**src/sv/tfst_pkg.sv**
```systemverilog
`timescale 1ns / 1ps
// ----------------------------------------------------------------------------
// tfst_pkg
// Shared types, constants and helpers of the TCP flow statistics table.
// ----------------------------------------------------------------------------
package tfst_pkg;

    localparam int FLOW_SLOTS = 256;
    localparam int SLOT_W     = (FLOW_SLOTS > 1) ? $clog2(FLOW_SLOTS) : 1;
    localparam int USED_W     = SLOT_W + 1;

    localparam logic [15:0] ETHERTYPE_IPV4 = 16'h0800;
    localparam logic [7:0]  PROTO_TCP      = 8'd6;

    localparam logic [31:0] PKT_MAX = 32'hFFFF_FFFF;
    localparam logic [47:0] CNT_MAX = 48'hFFFF_FFFF_FFFF;

    typedef enum logic [2:0] {
        ST_NEW     = 3'd0,
        ST_HIT     = 3'd1,
        ST_IGNORED = 3'd2,
        ST_FULL    = 3'd3,
        ST_READ    = 3'd4
    } t_status;

    typedef enum logic [1:0] {
        CMD_COUNT  = 2'd0,
        CMD_READ   = 2'd1,
        CMD_IGNORE = 2'd2
    } t_cmd_kind;

    typedef struct packed {
        logic [31:0] src;
        logic [31:0] dst;
        logic [15:0] sport;
        logic [15:0] dport;
    } t_key;

    typedef struct packed {
        t_key        key;
        logic [31:0] pkts;
        logic [47:0] bytes;
        logic [47:0] pays;
    } t_entry;

    localparam int ENTRY_W = $bits(t_entry);

    // classified request handed from front to back
    typedef struct packed {
        t_cmd_kind   kind;
        logic [7:0]  slot_index;
        logic [15:0] frame_length;
        logic [15:0] payload;
        t_key        key;
    } t_cmd;

    typedef enum logic [1:0] {
        B_IDLE,
        B_SCAN,
        B_UPDATE,
        B_RD_WAIT
    } t_bstate;

    // saturating 48-bit add of a 16-bit amount
    function automatic logic [47:0] sat_add48(input logic [47:0] a, input logic [15:0] b);
        logic [48:0] s;
        s = {1'b0, a} + {33'd0, b};
        return s[48] ? CNT_MAX : s[47:0];
    endfunction

endpackage

```
**src/sv/tfst_if.sv**
```systemverilog
`timescale 1ns / 1ps
// ----------------------------------------------------------------------------
// tfst_in_if / tfst_out_if
// Valid/ready channels carrying packet headers in and results out.
// ----------------------------------------------------------------------------
interface tfst_in_if;
    logic        valid;
    logic        ready;
    logic        mode;
    logic [7:0]  slot_index;
    logic [15:0] frame_length;
    logic [15:0] eth_type;
    logic [7:0]  ip_protocol;
    logic [3:0]  ip_header_words;
    logic [15:0] ip_total_length;
    logic [3:0]  tcp_offset_words;
    logic [31:0] source_address;
    logic [31:0] destination_address;
    logic [15:0] source_port;
    logic [15:0] destination_port;

    modport source (output valid, mode, slot_index, frame_length, eth_type, ip_protocol,
                    ip_header_words, ip_total_length, tcp_offset_words, source_address,
                    destination_address, source_port, destination_port, input ready);
    modport sink   (input valid, mode, slot_index, frame_length, eth_type, ip_protocol,
                    ip_header_words, ip_total_length, tcp_offset_words, source_address,
                    destination_address, source_port, destination_port, output ready);
endinterface


```
**src/sv/tfst_front.sv**
```systemverilog
`timescale 1ns / 1ps
// ----------------------------------------------------------------------------
// tfst_front
// Accepts header requests, classifies them, computes the TCP payload size
// and queues them in a two-entry FIFO for the table engine.
// ----------------------------------------------------------------------------
module tfst_front (
    input  logic          i_clk,
    input  logic          i_rst_n,
    tfst_in_if.sink       i_in,
    output logic          o_q_valid,
    output tfst_pkg::t_cmd o_q_data,
    input  logic          i_q_pop
);
    tfst_pkg::t_cmd r_fifo [2];
    logic           r_wp;
    logic           r_rp;
    logic [1:0]     r_cnt;

    tfst_pkg::t_cmd c_cmd;
    logic [6:0]     c_hdr;
    logic           c_push;

    // classify and size the payload
    always_comb begin
        c_hdr = {1'b0, i_in.ip_header_words, 2'b00} + {1'b0, i_in.tcp_offset_words, 2'b00};
        c_cmd.slot_index   = i_in.slot_index;
        c_cmd.frame_length = i_in.frame_length;
        c_cmd.payload      = (i_in.ip_total_length > {9'd0, c_hdr})
                           ? i_in.ip_total_length - {9'd0, c_hdr} : 16'd0;
        c_cmd.key.src      = i_in.source_address;
        c_cmd.key.dst      = i_in.destination_address;
        c_cmd.key.sport    = i_in.source_port;
        c_cmd.key.dport    = i_in.destination_port;
        if (i_in.mode) begin
            c_cmd.kind = tfst_pkg::CMD_READ;
        end else if (i_in.eth_type != tfst_pkg::ETHERTYPE_IPV4 ||
                     i_in.ip_protocol != tfst_pkg::PROTO_TCP) begin
            c_cmd.kind = tfst_pkg::CMD_IGNORE;
        end else begin
            c_cmd.kind = tfst_pkg::CMD_COUNT;
        end
    end

    assign i_in.ready = (r_cnt != 2'd2);
    assign c_push     = i_in.valid && i_in.ready;
    assign o_q_valid  = (r_cnt != 2'd0);
    assign o_q_data   = r_fifo[r_rp];

    // hold queued requests
    always_ff @(posedge i_clk) begin
        if (c_push) begin
            r_fifo[r_wp] <= c_cmd;
        end
    end

    // advance pointers and fill count
    always_ff @(posedge i_clk) begin
        if (!i_rst_n) begin
            r_wp  <= 1'b0;
            r_rp  <= 1'b0;
            r_cnt <= 2'd0;
        end else begin
            if (c_push) begin
                r_wp <= ~r_wp;
            end
            if (i_q_pop) begin
                r_rp <= ~r_rp;
            end
            r_cnt <= r_cnt + {1'b0, c_push} - {1'b0, i_q_pop};
        end
    end
endmodule

```
**src/flat_wrapper.sv**
```systemverilog
// flat-port wrapper written by rule: the top's interface ports become plain ports
module tfst_front_flat 
  (i_clk, i_rst_n, o_q_valid, o_q_data, i_q_pop, i_in_valid, i_in_mode, i_in_slot_index, i_in_frame_length, i_in_eth_type, i_in_ip_protocol, i_in_ip_header_words, i_in_ip_total_length, i_in_tcp_offset_words, i_in_source_address, i_in_destination_address, i_in_source_port, i_in_destination_port, i_in_ready);
  tfst_in_if i_in_i ();
  input  logic i_clk;
  input  logic i_rst_n;
  output logic o_q_valid;
  output tfst_pkg::t_cmd o_q_data;
  input  logic i_q_pop;
  input wire logic [$bits(i_in_i.valid)-1:0] i_in_valid;
  input wire logic [$bits(i_in_i.mode)-1:0] i_in_mode;
  input wire logic [$bits(i_in_i.slot_index)-1:0] i_in_slot_index;
  input wire logic [$bits(i_in_i.frame_length)-1:0] i_in_frame_length;
  input wire logic [$bits(i_in_i.eth_type)-1:0] i_in_eth_type;
  input wire logic [$bits(i_in_i.ip_protocol)-1:0] i_in_ip_protocol;
  input wire logic [$bits(i_in_i.ip_header_words)-1:0] i_in_ip_header_words;
  input wire logic [$bits(i_in_i.ip_total_length)-1:0] i_in_ip_total_length;
  input wire logic [$bits(i_in_i.tcp_offset_words)-1:0] i_in_tcp_offset_words;
  input wire logic [$bits(i_in_i.source_address)-1:0] i_in_source_address;
  input wire logic [$bits(i_in_i.destination_address)-1:0] i_in_destination_address;
  input wire logic [$bits(i_in_i.source_port)-1:0] i_in_source_port;
  input wire logic [$bits(i_in_i.destination_port)-1:0] i_in_destination_port;
  output wire logic [$bits(i_in_i.ready)-1:0] i_in_ready;
  assign i_in_i.valid = i_in_valid;
  assign i_in_i.mode = i_in_mode;
  assign i_in_i.slot_index = i_in_slot_index;
  assign i_in_i.frame_length = i_in_frame_length;
  assign i_in_i.eth_type = i_in_eth_type;
  assign i_in_i.ip_protocol = i_in_ip_protocol;
  assign i_in_i.ip_header_words = i_in_ip_header_words;
  assign i_in_i.ip_total_length = i_in_ip_total_length;
  assign i_in_i.tcp_offset_words = i_in_tcp_offset_words;
  assign i_in_i.source_address = i_in_source_address;
  assign i_in_i.destination_address = i_in_destination_address;
  assign i_in_i.source_port = i_in_source_port;
  assign i_in_i.destination_port = i_in_destination_port;
  assign i_in_ready = i_in_i.ready;
  tfst_front u_core (.i_clk(i_clk), .i_rst_n(i_rst_n), .i_in(i_in_i), .o_q_valid(o_q_valid), .o_q_data(o_q_data), .i_q_pop(i_q_pop));
endmodule
```
**config.mk**
```make
export PLATFORM = sky130hd
export DESIGN_NAME = tfst_front_flat
export DESIGN_NICKNAME = d
export VERILOG_FILES = /design/src/sv/tfst_pkg.sv /design/src/sv/tfst_if.sv /design/src/sv/tfst_front.sv /design/src/flat_wrapper.sv
export SDC_FILE = /design/constraint.sdc
export NUM_CORES = 1
export LEC_CHECK = 0
export ABC_AREA = 1
export BUFFER_PORTS_ARGS = -buffer_cell sky130_fd_sc_hd__buf_2
export CELL_PAD_IN_SITES_DETAIL_PLACEMENT = 0
export CELL_PAD_IN_SITES_GLOBAL_PLACEMENT = 1
export CORE_MARGIN = 1
export CORE_UTILIZATION = 43
export DETAILED_ROUTE_END_ITERATION = 6
export GPL_ROUTABILITY_DRIVEN = 0
export PLACE_DENSITY_LB_ADDON = 0.1
export SETUP_SLACK_MARGIN = 0.15
export SYNTH_ARGS = -nofsm -noshare
export SYNTH_HDL_FRONTEND = slang
export SYNTH_SLANG_ARGS = --single-unit
```
**constraint.sdc**
```tcl
create_clock -name i_clk -period 11.1 [get_ports i_clk]
set_clock_uncertainty 0.2 [all_clocks]
set_input_delay 2.22 -clock i_clk [delete_from_list [all_inputs] [get_ports i_clk]]
set_output_delay 2.22 -clock i_clk [all_outputs]
set_load 0.02 [all_outputs]
```
==> metrics.txt, run 1 <==
status finished, final reports clean; later-pin clock latency in the skew report between 0.5 and 0.6 ns; DIE HEIGHT approximately 160 um; GRT overflow 0; clock power share about a third; critical path data arrival time roughly 2.5 ns; CP Class flop to primary output; slowest stage delay, CP 0.70 ns; # hold bufs at CTS 0; Die W ~160 um; Final Max Slew Viols 0; sequential share of power 49.4%; synth warn 0; Tmin final between 4 and 5 ns; CP Max Fanout between 50 and 60; Buf/Inv on CP 2; Post-CTS Setup Repair Bufs 0; Worst Hold Depth 2; Critical-path top delay cell buf_4; area leader, netlist edfxtp_1; Psw between 0.6 and 0.7 mW; Nets between 1k and 1.5k; Startpoint Class flop; Vias/cell around 4.8; final setup violation count 0; DRT Pass-1 Iters 4; cell breakdown of the critical path buf_4 > mux2_2 > buf_2; Worst path top cell family by delay buffers and inverters; port bufs around 310; syn_nets just over 800; relative slew slack between 30% and 40%; CTS tree done; Hold Path Class flop to flop; I/O Pins around 310; Peak VDD IR 0.0000962 V; Synth Register Bits roughly 280; worst slew pin tran between 1 and 1.5 ns; Syn Area/Cell 17.4 um^2; RSZ-0062 raised after global routing no; r2r worst-path depth 5; critical path depth in cells 3; Area after DPL between 0.01 and 0.015 mm^2; internal power a little over 2 mW; PwrDens slightly below 200 mW/mm^2; GRT Overall Usage 16.8%; total power ~2.7 mW; initial antenna violation count 2; Sink Count about 280; Synth Instances roughly 640; Final period util ~45%; Fmax approximately 200 MHz; share of cells above drive strength 1 52.3%; Crit. End Element primary output; Hold Vio Cnt, Final 0; cell area after synthesis 0.0111 mm^2; vias in the first global route between 6k and 7k; DIE AREA 0.0264 mm^2; Finished Cell Area between 0.01 and 0.015 mm^2; Sw Ratio between 20% and 30%; count of different cell masters after synthesis 25; Routed WL approximately 23 mm; CTS resizes 0; Clock Root Buffer clkbuf_16; Required @ worst endpoint 8.68 ns; top post-synthesis cells by area edfxtp_1, mux2_2, nand2_1; initial core utilization approximately 44%; dpl hpwl around 15 mm; clock-pin slew on the worst setup and hold paths 0.05 ns; post-synthesis sequential area ratio between 70% and 80%; # DRC 0; leakage power between 5 and 6 nW; CTS H-tree lvls 1; first-pass GRT wire length between 30 and 40 mm; Fin Setup TNS 0 ns; Vias about 6.3k; core box area around 0.025 mm^2; Iteration-0 DRC Markers 261; combinational fraction of design power between 10% and 20%; row count 58; largest net degree at the start of global routing 62; routed len/inst roughly 17 um; remaining antenna violation count 0; number of buffers on the longest clock path 3; CTS Buf Count 30; max-cap violations 0; area share of the largest cell type after synthesis about three quarters; P&R area growth vs syn 25.7%
sequential cells by signal, indices dropped and copies added (netlist names), named ones only:
signal	cells
u_core.r_wp	1
u_core.r_cnt	2
u_core.r_rp	1
u_core.r_fifo	276
layout make-up:
type	count	area, um^2
clock buffers	42	827
diodes	4	10.0
repair buffers	318	1610
multi-input cells	305	2470
fillers	2138	11300
flip-flops and latches	281	8390
clock inverters	11	81.3
well taps	330	413
inverters	36	140
logic make-up after synthesis:
logic type | after synthesis | share of synthesized area (%)
AOI/OAI and AO/OA | 10 | 0.451
xor gates and xnor gates | 6 | 0.474
buffers and inverters | 51 | 2.21
and+or+nand+nor | 137 | 5.47
adders and majority gates | 14 | 1.72
muxes | 138 | 14.0
DFF | 281 | 75.7
metrics by stage:
step	setup slack, ns	hold WS (ns)	cells	utilization [%]
6_report	6.15	0.326	1327	55.2
5_1_grt	5.97	0.377	1324	55.2
4_1_cts	6.03	0.349	1323	55.2
3_5_place_dp	6.30	0.334	1270	51.6
3_3_place_gp	6.32	0.279	1270	51.6
2_1_floorplan	2.19	0.263	637	-
power groups by stage:
stage	registers, mW	logic (mW)	clock network [mW]
after detailed placement	1.36	0.465	0
after global placement	1.36	0.465	0
after CTS	1.34	0.467	0.944
final	1.34	0.456	0.913
after global routing	1.35	0.495	0.982
after floorplan	1.38	0.302	0
placed cells by master, fill, tap and decap left out, drive strengths merged:
master    count
fa            2
a21oi         8
diode         4
o21ai         2
buf         318
ha           12
edfxtp      276
nand3        16
xnor2         6
clkbuf       42
nand4         4
nor3          2
mux2        138
bufinv        1
or2           1
nand3b        2
dfxtp         5
inv          36
clkinv        8
nand2        55
clkinvlp      2
nor2         57
worst min-delay path: stages, from the launching register on:
cell	delay, ns
dfxtp_1	0.33
nor2_1	0.06
nor2_1	0.10
synth_stat cells, drive strengths merged:
| library cell | n |
|---|---|
| nor3 | 2 |
| nand2 | 55 |
| nand3 | 16 |
| nand4 | 4 |
| o21ai | 2 |
| fa | 2 |
| edfxtp | 276 |
| inv | 36 |
| or2 | 1 |
| buf | 15 |
| ha | 12 |
| xnor2 | 6 |
| dfxtp | 5 |
| nand3b | 2 |
| a21oi | 8 |
| nor2 | 57 |
| mux2 | 138 |
layer usage:
layer / share of wire [%] / vias to the layer above / routed length, um / global-route usage (%)
met5: 0 / - / 0 / 0
met4: 1.6 / 0 / 356 / 5.06
met3: 8.5 / 23 / 1930 / 4.38
met2: 50 / 226 / 11400 / 29.4
met1: 40 / 3025 / 8970 / 20.2
li1: - / 3043 / - / -
worst paths after layout:
kind         slack [ns]                  startpoint                             end
max reg2reg        8.25  u_core.r_cnt[0]$_SDFF_PN0_  u_core.r_fifo[0][65]$_DFFE_PP_
max                6.15                        flop                   o_q_data[130]
min reg2reg        0.33    u_core.r_rp$_SDFFE_PN0P_        u_core.r_rp$_SDFFE_PN0P_
min                0.33    u_core.r_rp$_SDFFE_PN0P_        u_core.r_rp$_SDFFE_PN0P_
No activity file was read; power rests on OpenSTA's default activity.
==> run 2, diff against run 1 <==
--- a/config.mk
+++ b/config.mk
@@ -10,7 +10,7 @@
 export CELL_PAD_IN_SITES_DETAIL_PLACEMENT = 0
 export CELL_PAD_IN_SITES_GLOBAL_PLACEMENT = 1
 export CORE_MARGIN = 1
-export CORE_UTILIZATION = 43
+export CORE_UTILIZATION = 39
 export DETAILED_ROUTE_END_ITERATION = 6
 export GPL_ROUTABILITY_DRIVEN = 0
 export PLACE_DENSITY_LB_ADDON = 0.1
==> constraint.sdc (replaced) <==
create_clock -name i_clk -period 4 [get_ports i_clk]
set_clock_uncertainty 0.2 [all_clocks]
set_input_delay 0.8 -clock i_clk [delete_from_list [all_inputs] [get_ports i_clk]]
set_output_delay 0.8 -clock i_clk [all_outputs]
set_load 0.02 [all_outputs]
==> metrics.txt, run 2 (synthesis gave the netlist of run 1 again) <==
max reg flops about 280; # hold bufs at CTS 0; largest register by flop count u_core.r_fifo; Required @ worst endpoint 3.00 ns; Hold Vio Cnt, Final 0; CTS Buf Count 31; Final period util roughly 82%; GRT overflow 0; P&R area growth vs syn 26.6%; Routed WL between 20 and 25 mm; leading cell type in the layout, fill and taps excluded buf_2; CTS resizes 0; Iteration-0 DRC Markers between 200 and 300; I/O Pins 313; Final Util roughly half; # DRC 0; PwrDens about 530 mW/mm^2; Tmin final 3.29 ns; final setup violation count 0; later-pin clock latency in the skew report about 0.56 ns; DIE HEIGHT roughly 170 um; final setup margin just over 0.7 ns; Post-CTS Setup Repair Bufs 0; most frequent cells in the layout buf_2, edfxtp_1, mux2_2; max-cap violations 0; GRT Overall Usage ~15%; share of cells above drive strength 1 52.0%; Nets 1,162; first-pass GRT wire length about 34 mm; port bufs 312; remaining antenna violation count 0; dpl hpwl ~16 mm; Peak VDD IR 0.000310 V; initial antenna violation count 5; clock-pin slew on the worst setup and hold paths ~0.060 ns; DP Worst Slack roughly 0.61 ns; status finished, final reports clean; row count 61; Vias between 6k and 7k; critical path data arrival time approximately 2.3 ns; number of buffers on the longest clock path 3; Top Registers u_core.r_fifo x276, u_core.r_cnt x2; leakage power ~5.5 nW; vias in the first global route roughly 6.3k; CTS tree done; worst slew pin tran 0.907 ns; Vias/cell between 4 and 5; Sink Count about 280; Die W approximately 170 um; relative slew slack between 30% and 40%; initial core utilization approximately two fifths; Final Max Slew Viols 0; largest net degree at the start of global routing 65; Hold Path Class input pin to flop; CTS H-tree lvls 1; routed len/inst about 17 um; Fin Setup TNS 0 ns; Crit. End Element primary output; core box area 0.0279 mm^2; Fmax 304 MHz; CP Max Fanout 60; DRT Pass-1 Iters 4; Startpoint Class flop; DIE AREA approximately 0.029 mm^2; RSZ-0062 raised after global routing no; CP Class flop to primary output; Clock Root Buffer clkbuf_16
[run 2: cell count changes in the layout (fill, tap and decap cells not counted)]
cell       change
buf_12         +4
clkinv_1       +4
diode_2        -3
buf_4          -2
clkinv_2       -2
bufinv_16      -1
clkbuf_8       -1
inv_16         +1
[run 2: final timing paths]
| path | from | end | slack (ns) | cells past startpoint |
|---|---|---|---|---|
| worst min-delay path | i_in_source_port[3] | u_core.r_fifo[1][19]$_DFFE_PP_ | 0.22 | 1 |
| worst min register to register | u_core.r_rp$_SDFFE_PN0P_ | flop | 0.30 | 2 |
| worst max-delay path | flop | o_q_data[102] | 0.71 | 3 |
| worst max register to register | u_core.r_cnt[0]$_SDFF_PN0_ | u_core.r_fifo[1][103]$_DFFE_PP_ | 1.84 | 5 |
[run 2: power by group]
group | internal (mW) | total, mW | switching [mW] | leakage, nW
Sequential | 3.64 | 3.71 | 0.0729 | 2.61
Clock | 1.42 | 2.50 | 1.08 | 0.427
Combinational | 0.477 | 1.29 | 0.817 | 2.42
Total | 5.53 | 7.50 | 1.97 | 5.46
[run 2: per-stage QoR]
| stage | std cells | hold WS [ns] | total power, mW | instance area, um^2 |
|---|---|---|---|---|
| 2_1_floorplan | 637 | 0.263 | 4.62 | 11100 |
| 5_1_grt | 1374 | 0.200 | 7.82 | 14000 |
| 4_1_cts | 1374 | 0.193 | 7.62 | 14000 |
| 6_report | 1375 | 0.221 | 7.50 | 14000 |
| 3_3_place_gp | 1320 | 0.278 | 5.08 | 13100 |
| 3_5_place_dp | 1320 | 0.287 | 5.09 | 13100 |
[run 2: final cells by class]
type	count	area, um^2
diodes	1	2.50
clock buffers	41	813
clock inverters	13	76.3
fillers	2472	13800
inverters	36	140
multi-input cells	305	2470
flip-flops and latches	281	8390
well taps	378	473
repair buffers	320	1670
[run 2: worst max-delay path: stages (launching register included)]
cell	delay (ns)
dfxtp_4	0.72
buf_12	0.38
mux2_2	0.40
buf_2	0.16
[run 2: per-layer routing]
metal  global-route usage (%)  vias up  part of all wire (%)
met5                        0        -                  0.20
met4                     4.70        8                   2.5
met3                     4.95       42                   8.3
met2                     26.9      190                    48
met1                     18.1     3047                    41
li1                         -     3049                     -
==> run 3, diff against run 2 <==
--- a/config.mk
+++ b/config.mk
@@ -10,7 +10,7 @@
 export CELL_PAD_IN_SITES_DETAIL_PLACEMENT = 0
 export CELL_PAD_IN_SITES_GLOBAL_PLACEMENT = 1
 export CORE_MARGIN = 1
-export CORE_UTILIZATION = 39
+export CORE_UTILIZATION = 43
 export DETAILED_ROUTE_END_ITERATION = 6
 export GPL_ROUTABILITY_DRIVEN = 0
 export PLACE_DENSITY_LB_ADDON = 0.1
==> constraint.sdc (replaced) <==
create_clock -name i_clk -period 3.3 [get_ports i_clk]
set_clock_uncertainty 0.2 [all_clocks]
set_input_delay 0.66 -clock i_clk [delete_from_list [all_inputs] [get_ports i_clk]]
set_output_delay 0.66 -clock i_clk [all_outputs]
set_load 0.02 [all_outputs]
==> metrics.txt, run 3 (synthesis gave the netlist of run 1 again) <==
# hold bufs at CTS 0; leakage power between 5 and 6 nW; Startpoint Class flop; Routed WL 23.2 mm; vias in the first global route approximately 6.6k; clock-pin slew on the worst setup and hold paths 0.06 ns; Iteration-0 DRC Markers 408; area of the multi-input gates between 0.002 and 0.0025 mm^2; CTS Buf Count 30; register area ~0.0084 mm^2; core box area around 0.025 mm^2; Fmax 364 MHz; slowest stage delay, CP around 0.4 ns; cell breakdown of the critical path buf_12 > mux2_2 > buf_2; initial antenna violation count 3; met2 WL post-DR roughly 12 mm; number of buffers on the longest clock path 3; Nets roughly 1.2k; critical path data arrival time approximately 1.9 ns; met1 wire length 9.18 mm; Die W between 150 and 200 um; Vias between 6k and 7k; largest net degree at the start of global routing slightly below 80; Final Max Slew Viols 0; Sink Count between 200 and 300; routed len/inst between 15 and 20 um; Tmin final ~2.7 ns; final setup margin around 0.55 ns; max-cap violations 0; Clock Root Buffer clkbuf_16; Buf/Inv on CP 2; DIE HEIGHT roughly 160 um; row count 58; dpl hpwl 15.9 mm; Worst path top cell family by delay buffers and inverters; Vias/cell slightly below 5; final setup violation count 0; Peak VDD IR 0.000527 V; Hold Vio Cnt, Final 0; highest metal used met5; DRT Pass-1 Iters 4; Top Registers u_core.r_fifo x276, u_core.r_cnt x2; PwrDens between 600 and 700 mW/mm^2; Post-CTS Setup Repair Bufs 0; CTS H-tree lvls 1; # DRC 0; CP Class flop to primary output; later-pin clock latency in the skew report between 0.5 and 0.6 ns; Final period util between 80% and 90%; initial core utilization 43.9%; port bufs 312; I/O Pins 313; first-pass GRT wire length roughly 35 mm; cell count after placement 1,270; leading cell type in the layout, fill and taps excluded buf_2; RSZ-0062 raised after global routing no; Final Util a little under three fifths; P&R area growth vs syn 26.8%; Crit. End Element primary output; routed length on met3 between 1 and 1.5 mm; Post-Layout Cell Count between 1k and 1.5k; DIE AREA approximately 0.026 mm^2; relative slew slack a little over two thirds; Filler cells 2,116; DP Worst Slack 0.0613 ns; CTS resizes 0; GRT Overall Usage approximately 17%; worst slew pin tran roughly 0.45 ns; remaining antenna violation count 0; Required @ worst endpoint 2.44 ns; GRT overflow 0; largest register by flop count u_core.r_fifo; status finished, final reports clean; Critical-path top delay cell mux2_2; most frequent cells in the layout buf_2, edfxtp_1, mux2_2; Hold Path Class input pin to flop; max reg flops 276; CTS tree done; CP Max Fanout between 70 and 80; share of cells above drive strength 1 roughly 52%
## run 3: cell types whose count changed in the layout (fill, tap and decap cells not counted), moves of 2 or more
cell / previous run / this run
buf_4: 4 / 0
bufinv_16: 0 / 3
buf_12: 4 / 6
clkbuf_1: 10 / 8
## run 3: final timing paths
kind / startpoint / end / slack [ns] / depth (start not counted)
worst min-delay path: i_in_source_address[21] / u_core.r_fifo[1][85]$_DFFE_PP_ / 0.1 / 1
worst max register to register: u_core.r_cnt[0]$_SDFF_PN0_ / u_core.r_fifo[1][76]$_DFFE_PP_ / 1.52 / 5
worst max-delay path: flop / o_q_data[123] / 0.55 / 3
worst min register to register: u_core.r_rp$_SDFFE_PN0P_ / flop / 0.30 / 2
## run 3: final cells by class
class,instances,area share [%]
antenna,2,0.0356
tap,330,2.94
timing repair buffer,318,12.0
sequential,281,59.7
clock inverter,17,1.18
clock buffer,38,5.55
inverter,36,0.996
multi-input combinational,305,17.7
## run 3: power by group
group	total [mW]	internal [mW]	leakage, nW	switching [mW]
Combinational	1.59	0.591	2.42	1.00
Clock	3.18	1.90	0.453	1.28
Sequential	4.49	4.41	2.61	0.0821
## run 3: worst register-to-register path, cell delays in order (launching register included)
cell,delay [ns]
dfxtp_1,0.32
inv_1,0.05
nand2_1,0.17
nand2_8,0.09
nor2_4,0.17
buf_12,0.39
## run 3: metrics by stage
stage	total power, mW	TNS [ns]	hold WS (ns)	area, um^2
finish	9.26	0	0.0964	14100
floorplan	5.59	-27.16	0.263	11100
CTS	9.40	0	0.0734	14100
detailed placement	6.18	0	0.289	13100
global placement	6.13	0	0.281	13100
global route	9.66	0	0.0713	14100
## run 3: per-layer routing
| metal | track usage (%) | up-vias |
|---|---|---|
| met5 | 0 | - |
| met1 | 20.8 | 3109 |
| met4 | 4.59 | 2 |
| met2 | 30.8 | 199 |
| li1 | - | 3050 |
| met3 | 3.87 | 40 |
